`src/rtl/dtm_pkg.sv`:
```
// dtm_pkg: shared types and constants for the dual timer with match interrupt
`timescale 1ns / 1ps

package dtm_pkg;

    localparam int COUNT_BITS_DEF = 16;
    localparam int MATCH_WORDS    = 6;
    localparam int CTL_BITS       = 5;
    localparam int IRQ_BITS       = 6;
    localparam int DATA_BITS      = 32;

    localparam int CTL_UP   = 3;
    localparam int CTL_STOP = 4;

    localparam logic [2:0] MODE_HOLD = 3'd0;
    localparam logic [2:0] MODE_FREE = 3'd7;

    localparam logic SPACE_TIMER = 1'b0;
    localparam logic SPACE_IRQ   = 1'b1;

    localparam logic [5:0] OFF_VALUE0      = 6'h00;
    localparam logic [5:0] OFF_DIVIDER0    = 6'h04;
    localparam logic [5:0] OFF_CONTROL0    = 6'h08;
    localparam logic [5:0] OFF_VALUE1      = 6'h0C;
    localparam logic [5:0] OFF_DIVIDER1    = 6'h10;
    localparam logic [5:0] OFF_CONTROL1    = 6'h14;
    localparam logic [5:0] OFF_MATCH_FIRST = 6'h18;
    localparam logic [5:0] OFF_MATCH_LAST  = 6'h2C;
    localparam logic [5:0] OFF_SPARE       = 6'h30;
    localparam logic [5:0] OFF_IRQ_STATUS  = 6'h00;
    localparam logic [5:0] OFF_IRQ_MASK    = 6'h04;

    typedef enum logic [1:0] {
        OP_READ  = 2'd0,
        OP_WRITE = 2'd1,
        OP_TICK  = 2'd2
    } t_op;

    typedef struct packed {
        logic [1:0]           operation;
        logic                 reg_space;
        logic [5:0]           reg_offset;
        logic [DATA_BITS-1:0] write_data;
    } t_in;

    typedef struct packed {
        logic [DATA_BITS-1:0] read_data;
        logic                 bad_access;
        logic                 irq;
    } t_out;

    typedef struct packed {
        logic tick;
        logic wr_value;
        logic wr_divider;
        logic wr_control;
    } t_tmr_ctl;

endpackage

```
`src/rtl/dtm_timer.sv`:
```
// dtm_timer: one counter with reload, prescaler and mode control
`timescale 1ns / 1ps

module dtm_timer #(
    parameter int COUNT_BITS = dtm_pkg::COUNT_BITS_DEF
) (
    input  logic                         i_clk,
    input  logic                         i_rst_n,
    input  dtm_pkg::t_tmr_ctl            i_ctl,
    input  logic [COUNT_BITS-1:0]        i_wdata,
    input  logic [dtm_pkg::CTL_BITS-1:0] i_wctl,
    input  logic [COUNT_BITS-1:0]        i_match [dtm_pkg::MATCH_WORDS],
    output logic [COUNT_BITS-1:0]        o_value,
    output logic [COUNT_BITS-1:0]        o_divider,
    output logic [dtm_pkg::CTL_BITS-1:0] o_control,
    output logic                         o_step,
    output logic [COUNT_BITS-1:0]        o_value_next
);
    import dtm_pkg::*;

    logic [COUNT_BITS-1:0] r_value;
    logic [COUNT_BITS-1:0] r_reload;
    logic [COUNT_BITS-1:0] r_divider;
    logic [COUNT_BITS-1:0] r_pcount;
    logic [CTL_BITS-1:0]   r_control;

    logic [COUNT_BITS:0]   n_pcount;
    logic [COUNT_BITS-1:0] n_value;
    logic [COUNT_BITS-1:0] cmp_word;
    logic [2:0]            mode;
    logic                  run;
    logic                  step;

    assign mode     = r_control[2:0];
    assign run      = i_ctl.tick && !r_control[CTL_STOP];
    assign n_pcount = {1'b0, r_pcount} + {{COUNT_BITS{1'b0}}, 1'b1};
    assign step     = run && (n_pcount > {1'b0, r_divider});

    always_comb begin
        unique case (mode)
            3'd1:    cmp_word = i_match[0];
            3'd2:    cmp_word = i_match[1];
            3'd3:    cmp_word = i_match[2];
            3'd4:    cmp_word = i_match[3];
            3'd5:    cmp_word = i_match[4];
            3'd6:    cmp_word = i_match[5];
            default: cmp_word = '0;
        endcase

        priority if (mode == MODE_HOLD && r_value == '0) begin
            n_value = r_value;
        end else if (mode != MODE_HOLD && mode != MODE_FREE && r_value == cmp_word) begin
            n_value = r_reload;
        end else if (r_control[CTL_UP]) begin
            n_value = r_value + {{(COUNT_BITS-1){1'b0}}, 1'b1};
        end else begin
            n_value = r_value - {{(COUNT_BITS-1){1'b0}}, 1'b1};
        end
    end

    always_ff @(posedge i_clk) begin
        if (!i_rst_n) begin
            r_value   <= '0;
            r_reload  <= '0;
            r_divider <= '0;
            r_pcount  <= '0;
            r_control <= '0;
        end else begin
            if (run) begin
                if (step) begin
                    r_pcount <= '0;
                    r_value  <= n_value;
                end else begin
                    r_pcount <= n_pcount[COUNT_BITS-1:0];
                end
            end
            if (i_ctl.wr_value) begin
                r_value  <= i_wdata;
                r_reload <= i_wdata;
            end
            if (i_ctl.wr_divider) begin
                r_divider <= i_wdata;
            end
            if (i_ctl.wr_control) begin
                r_control <= i_wctl;
            end
        end
    end

    assign o_value      = r_value;
    assign o_divider    = r_divider;
    assign o_control    = r_control;
    assign o_step       = step;
    assign o_value_next = n_value;

endmodule

```
`src/rtl/dual_timer_with_match_irq.sv`:
```
// dual_timer_with_match_irq: two timers, shared match words and interrupt registers
// a transaction is held in the input register and then its result in the output register
// throughput: one transaction per cycle, reads, writes and ticks alike, while the output is not stalled
// each transaction is decoded from its input register and applied when it passes to the output register
// output stall backs up through the input register into o_in_stall
// synchronous reset clears all counters, match words, status and mask to zero
`timescale 1ns / 1ps

module dual_timer_with_match_irq #(
    parameter int COUNT_BITS = dtm_pkg::COUNT_BITS_DEF
) (
    input  logic          i_clk,
    input  logic          i_rst_n,
    input  logic          i_in_valid,
    input  dtm_pkg::t_in  i_in_data,
    output logic          o_in_stall,
    output logic          o_out_valid,
    output dtm_pkg::t_out o_out_data,
    input  logic          i_out_stall
);
    import dtm_pkg::*;

    logic                  r_in_valid;
    t_in                   r_in;
    logic                  r_out_valid;
    t_out                  r_out;
    logic [COUNT_BITS-1:0] r_match [MATCH_WORDS];
    logic [IRQ_BITS-1:0]   r_status;
    logic [IRQ_BITS-1:0]   r_mask;

    logic                  out_free;
    logic                  fire;
    logic                  in_acc;
    t_out                  n_out;
    logic [DATA_BITS-1:0]  rdata;
    logic                  bad;
    logic [IRQ_BITS-1:0]   bus_status;
    logic [IRQ_BITS-1:0]   n_status;
    logic [IRQ_BITS-1:0]   n_mask;
    logic [IRQ_BITS-1:0]   hits;
    t_tmr_ctl              tmr_ctl [2];
    logic                  wr_match;
    logic                  match_ok;
    logic [2:0]            match_idx;
    logic [5:0]            match_off;
    logic [COUNT_BITS-1:0] wdata;
    logic [CTL_BITS-1:0]   wctl;

    logic [COUNT_BITS-1:0] t_value   [2];
    logic [COUNT_BITS-1:0] t_divider [2];
    logic [CTL_BITS-1:0]   t_control [2];
    logic [COUNT_BITS-1:0] t_next    [2];
    logic                  t_step    [2];

    // handshake
    assign out_free   = !r_out_valid || !i_out_stall;
    assign fire       = r_in_valid && out_free;
    assign o_in_stall = r_in_valid && !out_free;
    assign in_acc     = i_in_valid && !o_in_stall;

    assign wdata     = r_in.write_data[COUNT_BITS-1:0];
    assign wctl      = r_in.write_data[CTL_BITS-1:0];
    assign match_off = r_in.reg_offset - OFF_MATCH_FIRST;
    assign match_idx = match_off[4:2];
    assign match_ok  = (r_in.reg_offset >= OFF_MATCH_FIRST)
                    && (r_in.reg_offset <= OFF_MATCH_LAST)
                    && (r_in.reg_offset[1:0] == 2'b00);

    // register decode
    always_comb begin
        rdata      = '0;
        bad        = 1'b0;
        tmr_ctl[0] = '0;
        tmr_ctl[1] = '0;
        wr_match   = 1'b0;
        bus_status = r_status;
        n_mask     = r_mask;

        unique case (t_op'(r_in.operation))
            OP_READ: begin
                if (r_in.reg_space == SPACE_TIMER) begin
                    unique case (r_in.reg_offset)
                        OFF_VALUE0:   rdata = DATA_BITS'(t_value[0]);
                        OFF_DIVIDER0: rdata = DATA_BITS'(t_divider[0]);
                        OFF_CONTROL0: rdata = DATA_BITS'(t_control[0]);
                        OFF_VALUE1:   rdata = DATA_BITS'(t_value[1]);
                        OFF_DIVIDER1: rdata = DATA_BITS'(t_divider[1]);
                        OFF_CONTROL1: rdata = DATA_BITS'(t_control[1]);
                        default: begin
                            if (match_ok) begin
                                rdata = DATA_BITS'(r_match[match_idx]);
                            end else begin
                                bad = 1'b1;
                            end
                        end
                    endcase
                end else begin
                    priority if (r_in.reg_offset == OFF_IRQ_STATUS) begin
                        rdata = DATA_BITS'(r_status);
                    end else if (r_in.reg_offset == OFF_IRQ_MASK) begin
                        rdata = DATA_BITS'(r_mask);
                    end else begin
                        bad = 1'b1;
                    end
                end
            end
            OP_WRITE: begin
                if (r_in.reg_space == SPACE_TIMER) begin
                    unique case (r_in.reg_offset)
                        OFF_VALUE0:   tmr_ctl[0].wr_value   = 1'b1;
                        OFF_DIVIDER0: tmr_ctl[0].wr_divider = 1'b1;
                        OFF_CONTROL0: tmr_ctl[0].wr_control = 1'b1;
                        OFF_VALUE1:   tmr_ctl[1].wr_value   = 1'b1;
                        OFF_DIVIDER1: tmr_ctl[1].wr_divider = 1'b1;
                        OFF_CONTROL1: tmr_ctl[1].wr_control = 1'b1;
                        OFF_SPARE:    ;
                        default: begin
                            if (match_ok) begin
                                wr_match = 1'b1;
                            end else begin
                                bad = 1'b1;
                            end
                        end
                    endcase
                end else begin
                    priority if (r_in.reg_offset == OFF_IRQ_STATUS) begin
                        bus_status = r_status & ~r_in.write_data[IRQ_BITS-1:0];
                    end else if (r_in.reg_offset == OFF_IRQ_MASK) begin
                        n_mask = r_in.write_data[IRQ_BITS-1:0];
                    end else begin
                        bad = 1'b1;
                    end
                end
            end
            OP_TICK: begin
                tmr_ctl[0].tick = 1'b1;
                tmr_ctl[1].tick = 1'b1;
            end
            default: ;
        endcase

        if (!fire) begin
            tmr_ctl[0] = '0;
            tmr_ctl[1] = '0;
            wr_match   = 1'b0;
        end
    end

    // timer 0 match test after its step
    always_comb begin
        for (int k = 0; k < MATCH_WORDS; k++) begin
            hits[k] = t_step[0] && (t_next[0] == r_match[k]);
        end
    end

    assign n_status = bus_status | hits;
    assign n_out    = {rdata, bad, |(n_status & n_mask)};

    for (genvar g = 0; g < 2; g++) begin : g_timer
        dtm_timer #(
            .COUNT_BITS (COUNT_BITS)
        ) u_timer (
            .i_clk        (i_clk),
            .i_rst_n      (i_rst_n),
            .i_ctl        (tmr_ctl[g]),
            .i_wdata      (wdata),
            .i_wctl       (wctl),
            .i_match      (r_match),
            .o_value      (t_value[g]),
            .o_divider    (t_divider[g]),
            .o_control    (t_control[g]),
            .o_step       (t_step[g]),
            .o_value_next (t_next[g])
        );
    end

    always_ff @(posedge i_clk) begin
        if (!i_rst_n) begin
            r_in_valid  <= 1'b0;
            r_out_valid <= 1'b0;
            r_status    <= '0;
            r_mask      <= '0;
            for (int k = 0; k < MATCH_WORDS; k++) begin
                r_match[k] <= '0;
            end
        end else begin
            if (!o_in_stall) begin
                r_in_valid <= i_in_valid;
            end
            if (out_free) begin
                r_out_valid <= r_in_valid;
            end
            if (fire) begin
                r_status <= n_status;
                r_mask   <= n_mask;
            end
            if (wr_match) begin
                r_match[match_idx] <= wdata;
            end
        end
    end

    always_ff @(posedge i_clk) begin
        if (in_acc) begin
            r_in <= i_in_data;
        end
        if (fire) begin
            r_out <= n_out;
        end
    end

    assign o_out_valid = r_out_valid;
    assign o_out_data  = r_out;

endmodule

```
`config.mk`:
```
export PLATFORM = sky130hd
export DESIGN_NAME = dual_timer_with_match_irq
export DESIGN_NICKNAME = d
export VERILOG_FILES = /design/src/rtl/dtm_pkg.sv /design/src/rtl/dtm_timer.sv /design/src/rtl/dual_timer_with_match_irq.sv
export SDC_FILE = /design/constraint.sdc
export NUM_CORES = 1
export LEC_CHECK = 0
export BUFFER_PORTS_ARGS = -buffer_cell sky130_fd_sc_hd__buf_4
export CORE_MARGIN = 10
export CORE_UTILIZATION = 30
export CTS_CLUSTER_DIAMETER = 100
export DETAILED_ROUTE_END_ITERATION = 10
export GPL_ROUTABILITY_DRIVEN = 0
export PLACE_DENSITY = 0.57
export REMOVE_ABC_BUFFERS = 1
export SETUP_SLACK_MARGIN = 0.05
export SYNTH_ARGS = -nofsm -noshare
export SYNTH_HDL_FRONTEND = slang
export SYNTH_SLANG_ARGS = --single-unit
```
`constraint.sdc`:
```
create_clock -name i_clk -period 7.7 [get_ports i_clk]
set_clock_uncertainty 0.2 [all_clocks]
set_input_delay 0.77 -clock i_clk [delete_from_list [all_inputs] [get_ports i_clk]]
set_output_delay 0.77 -clock i_clk [all_outputs]
set_load 0.01 [all_outputs]
```
==> results of run 1 <==
==> stage by stage <==
stage                     utilization, %  instance area [µm²]  setup slack, ns
final                               33.4                21500             2.02
after detailed placement            31.6                20400             2.18
after global placement              31.6                20400             2.09
after floorplan                        -                18700             1.88
after global routing                33.4                21500             1.75
after CTS                           33.4                21500             2.16
==> worst max-delay path, delay by kind of cell, from the launching register on <==
kind / cells / cell delay (ns)
AOI/OAI and AO/OA: 5 / 1.55
and+or+nand+nor: 8 / 2.13
buffers and inverters: 3 / 0.97
DFF: 1 / 0.68
==> report_power, final <==
group          internal, mW  switching, mW  total (mW)
clock                 0.949          0.696        1.64
sequential             1.56         0.0363        1.59
combinational        0.0951          0.190       0.285
total                  2.60          0.922        3.52
==> layout make-up <==
cell class	instances	area, µm²
Fill cell	6693	42900
Tap cell	855	1070
Clock buffer	45	955
Timing Repair Buffer	78	586
Sequential cell	291	6260
Clock inverter	19	160
Multi-Input combinational cell	1910	12100
Inverter	87	332
==> cells in the final DEF, fill, tap and decap left out, types with 21 or more instances in the layout <==
cell       count
buf_4         78
inv_1         84
xnor2_1       77
a22oi_1       31
a221oi_1      25
xor2_1        79
mux2i_1       77
mux2_2        23
dfxtp_1      247
and3_1        25
edfxtp_1      43
a211oi_1      27
nor2_1       142
and2_1        22
mux4_2        21
o22ai_1       27
nor3_1        26
nand3_1       59
o21ai_0       61
a21oi_1      299
nand2_1      473
clkbuf_16     36
ha_1          65
==> layer usage <==
metal  up-vias  track usage [%]  routed length, µm
li1       8622                -                  -
met1      9009             25.4              31100
met2       977             28.0              31400
met3       171             3.32               6720
met4         4             10.2               3930
met5         -                0                 24
==> registers in the layout (all words and copies together) (netlist names) <==
register / count
g_timer.u_timer.r_pcount: 32
g_timer.u_timer.o_control: 10
r_status: 6
r_in: 25
o_out_data: 18
g_timer.u_timer.o_value: 32
g_timer.u_timer.o_divider: 32
r_mask: 6
g_timer.u_timer.r_reload: 32
r_in_valid: 1
r_match: 96
o_out_valid: 1
==> worst max-delay path by stage <==
stage / cells after the start / slack, ns / endpoint / startpoint
6_report: 16 / 2.02 / o_out_data[0] / g_timer[0].u_timer.o_control[1]
3_3_place_gp: 16 / 2.09 / o_out_data[0] / g_timer[0].u_timer.o_control[1]
5_1_grt: 16 / 1.75 / o_out_data[0] / g_timer[0].u_timer.o_control[1]
3_5_place_dp: 16 / 2.18 / o_out_data[0] / g_timer[0].u_timer.o_control[1]
2_1_floorplan: 11 / 1.88 / g_timer[1].u_timer.o_value[9] / g_timer[1].u_timer.o_control[2]
4_1_cts: 16 / 2.16 / o_out_data[0] / g_timer[0].u_timer.o_control[1]
==> kinds of logic after synthesis <==
family / Yosys count / synth area share, %
compound gates: 650 / 21.2
xor+xnor: 156 / 7.03
simple gates: 898 / 21.2
flops: 291 / 32.2
fa+ha+maj: 67 / 4.39
other cells: 1 / 0.0193
mux: 123 / 7.92
buf+inv: 276 / 5.99
==> results.toml, run 1 <==
[routing]
vias = 18800
postRouteAntennaNets = 0
drt_iter0_drc = 2340
drc_errors = 0
routed_wl_um = 73200
vias_per_cell = 5.72
wl_per_cell_um = 22.3
firstDrtPassIters = 7

[min_path]
worstHoldEndpoint = "r_in[2]"
min_from = "i_in_data[2]"
min_path_type = "in2reg"
min_path_cells = 1

[timing]
slew_violations = 0
worstMarginPinSlew_ns = 1.25
min_period_over_period_pct = 73.8
rsz0062_at_grt = "false"
finalCriticalPeriod_ns = 5.68
fmax_mhz = 176
slew-limit-headroom_pct = 16.4
worst_hold_slack_ns = 0.179
setup_viol = 0
fin_tns_setup_ns = 0
finalHoldViolCount = 0

[grt]
grt_start_max_net_pins = 116
grt_pass1_vias = 17500
grt_pass1_wl_um = 110000
grt_use_total_pct = 18.8
grt_antenna_before_repair = 3
grt_overflow = 0

[placement]
dp_hpwl_um = 53000
placed_cells = 3221
portBuffers = 48

[synthesis]
yosys.area.top_type_share_pct = 25.5
syn-cell-area_um2 = 19400
yosys-top-cells-area = "dfxtp_1 26%, nand2_1 9.1%, a21oi_1 7.7%, edfxtp_1 6.6%, ha_1 4.2%"
synthTopCellsByCount = "473 x nand2_1, 299 x a21oi_1, 248 x dfxtp_1"
ys_types = 88
synthMostInstantiatedCell = "nand2_1"
async_flop_share_pct = 0
yosysWarnings = 0
syn_inst = 2462
seq_area_frac_synth_pct = 32.2
synth_edf_count = 43
ys.flop_type = "dfxtp_1"
synth_top_cell_by_area = "dfxtp_1"
synth_area_per_cell_um2 = 7.89
ys_ff_latch = 291

[setup_path]
crit_path_end_kind = "flop"
cpMaxStageDelayCell = "dfxtp_1"
rrSetupSlack_ns = 2.02
worstPathRequired_ns = 7.92
crit_top_cell = "buf_4"
crit_fanout = 29
arrival_ns = 5.90
critPathKind = "reg2reg"
critPathMaxStageDelay_ns = 0.68
worstSetupStartpointType = "flop"
r2r_end = "o_out_data[0]"
worstRegToRegCells = 16
r2r_start = "g_timer[0].u_timer.o_control[1]"
crit_chain = "buf_4, nor2b_1, a221oi_1, nor3_1, o211ai_1, nor4_2, buf_4, nand2_1, buf_4, o21ai_0, o32a_1, nand3_1, nor4_1, o2111ai_1, or4_1, nand4_1"

[cts]
holdBufCountCts = 0
post-cts-setup-buffer-count = 0
clk_latency_ns = 0.57
htreeDepth = 2
clkTransAtPathRegs_ns = 0.06
cts-resized-gates = 0
cts_root_buffer = "clkbuf_16"
cts_buffers = 35
clockBufferDepth = 3
cts_tree = "done"
clock_sinks = 291

[die]
ios = 81
dieArea_um2 = 75400
coreArea_um2 = 64300
die_width_um = 275
rows = 93
start_util_pct = 30.2
die_h_um = 275

[pwr]
peakVddDrop_mv = 0.122
power-per-cell-area_nw_per_um2 = 164
total_power_mw = 3.52
p_leak_nw = 7.40

[final_layout]
fin_cells = 3285
synthToLayoutAreaGrowth_pct = 10.5
antennaDiodeCount = 0
drive_gt1_share_pct = 9.18
nets = 2515

[job]
drv_cap = 0

[status]
status = "completed"
Power figures use the tool's default switching activity.
==> run 2, diff against run 1 <==
clock period = 5.94 ns   (was 7.7 ns; I/O delays follow)
==> results.toml, run 2 (same netlist as run 1, synthesis figures left out) <==
[grt]
grt_pass1_wl_um = 111000
grt_pass1_vias = 17900
grt_overflow = 0
grt_antenna_before_repair = 0
grt_start_max_net_pins = 96
grt_use_total_pct = 19.0

[timing]
fin_tns_setup_ns = 0
min_period_over_period_pct = 89.2
slew-limit-headroom_pct = 21.2
finalHoldViolCount = 0
worstMarginPinSlew_ns = 1.18
setup_viol = 0
slew_violations = 0
finalCriticalPeriod_ns = 5.30
fmax_mhz = 189
rsz0062_at_grt = "false"

[setup_path]
worstSetupStartpointType = "flop"
crit_fanout = 22
crit_path_end_kind = "flop"
worstPathRequired_ns = 6.17
arrival_ns = 5.53
critPathKind = "reg2reg"

[final_layout]
layout_common_cells = "473 x nand2_1, 299 x a21oi_1, 247 x dfxtp_1"
drive_gt1_share_pct = 10.4
fin_area_um2 = 22200
top_register = "r_match"
antennaDiodeCount = 0
fillCellCount = 6663
mostFrequentLayoutCell = "nand2_1"
largest_register_ff_count = 96
nets = 2574
synthToLayoutAreaGrowth_pct = 14.0

[die]
rows = 93
die_h_um = 275
dieArea_um2 = 75400
coreArea_um2 = 64300
die_width_um = 275
start_util_pct = 30.2
ios = 81

[cts]
cts-resized-gates = 0
htreeDepth = 2
clkTransAtPathRegs_ns = 0.06
clk_latency_ns = 0.57
clock_sinks = 291
cts_tree = "done"
post-cts-setup-buffer-count = 0
holdBufCountCts = 24
cts_buffers = 36
clockBufferDepth = 3
cts_root_buffer = "clkbuf_16"

[routing]
drc_errors = 0
wl_per_cell_um = 22.2
firstDrtPassIters = 9
drt_iter0_drc = 2374
vias_per_cell = 5.73
routed_wl_um = 74100
postRouteAntennaNets = 0
vias = 19200

[job]
drv_cap = 0

[pwr]
p_leak_nw = 7.76
peakVddDrop_mv = 0.194
power-per-cell-area_nw_per_um2 = 219

[placement]
portBuffers = 48
dp_hpwl_um = 54600
placed_area_um2 = 20600

[status]
status = "completed"

[min_path]
min_path_type = "in2reg"
## run 2: changes by cell type in the layout (fill, tap and decap cells not counted), sizes merged, moves of 2 or more
cell / before / now
buf: 78 / 112
bufinv: 2 / 6
clkbuf: 45 / 48
clkinv: 15 / 9
dlygate4sd3: 0 / 24
inv: 88 / 90
## run 2: final timing paths
path	from	to	slack [ns]	depth (start not counted)
worst min-delay path	i_in_data[34]	r_in[34]	0.03	1
worst max-delay path	g_timer[0].u_timer.o_control[2]	o_out_data[0]	0.64	15
worst min register to register	g_timer[1].u_timer.r_reload[2]	g_timer[1].u_timer.r_reload[2]	0.25	2
worst max register to register	g_timer[0].u_timer.o_control[2]	o_out_data[0]	0.64	15
## run 2: stage by stage
step | hold WS [ns] | instances | power [mW] | worst slack (ns) | util (%)
after global placement | 0.244 | 3255 | 2.47 | 0.862 | 32.1
after floorplan | 0.233 | 2288 | 2.31 | 0.121 | -
final | 0.0296 | 3345 | 4.85 | 0.643 | 34.4
after global routing | 0.0147 | 3345 | 4.99 | 0.466 | 34.4
after detailed placement | 0.248 | 3255 | 2.47 | 0.790 | 32.1
after CTS | 0.0160 | 3345 | 4.87 | 0.755 | 34.4
## run 2: where the power goes
part / internal (mW) / switching (mW) / leakage (nW)
Clock: 1.46 / 0.931 / 0.630
Sequential: 2.02 / 0.0444 / 2.41
Combinational: 0.137 / 0.251 / 4.72
Total: 3.62 / 1.23 / 7.76
## run 2: critical path, stage by stage (launching register included)
cell and delay (ns):
dfxtp_2 0.63, buf_4 0.36, mux2i_1 0.11, mux4_2 0.50, xor2_1 0.15, nand3_1 0.14
nor4_2 0.50, nand2_1 0.30, buf_12 0.23, o21ai_0 0.58, o32a_1 0.23, nand3_1 0.08
nor4_1 0.25, o2111ai_1 0.31, or4_1 0.49, nand4_1 0.10
## run 2: cell type report
| class | instances | area (µm²) | share of cell area [%] |
|---|---|---|---|
| Clock inverter | 18 | 274 | 1.24 |
| Inverter | 87 | 332 | 1.50 |
| Multi-Input combinational cell | 1910 | 12100 | 54.7 |
| Clock buffer | 48 | 1010 | 4.54 |
| Timing Repair Buffer | 136 | 1090 | 4.94 |
| Tap cell | 855 | 1070 | 4.83 |
| Sequential cell | 291 | 6260 | 28.2 |
## run 2: metal layers
layer	up-vias	share of wire (%)	GRT usage [%]
li1	8767	-	-
met1	9128	42	26.0
met2	1113	42	28.1
met3	174	11	3.43
met4	0	5.7	10.2
met5	-	0	0
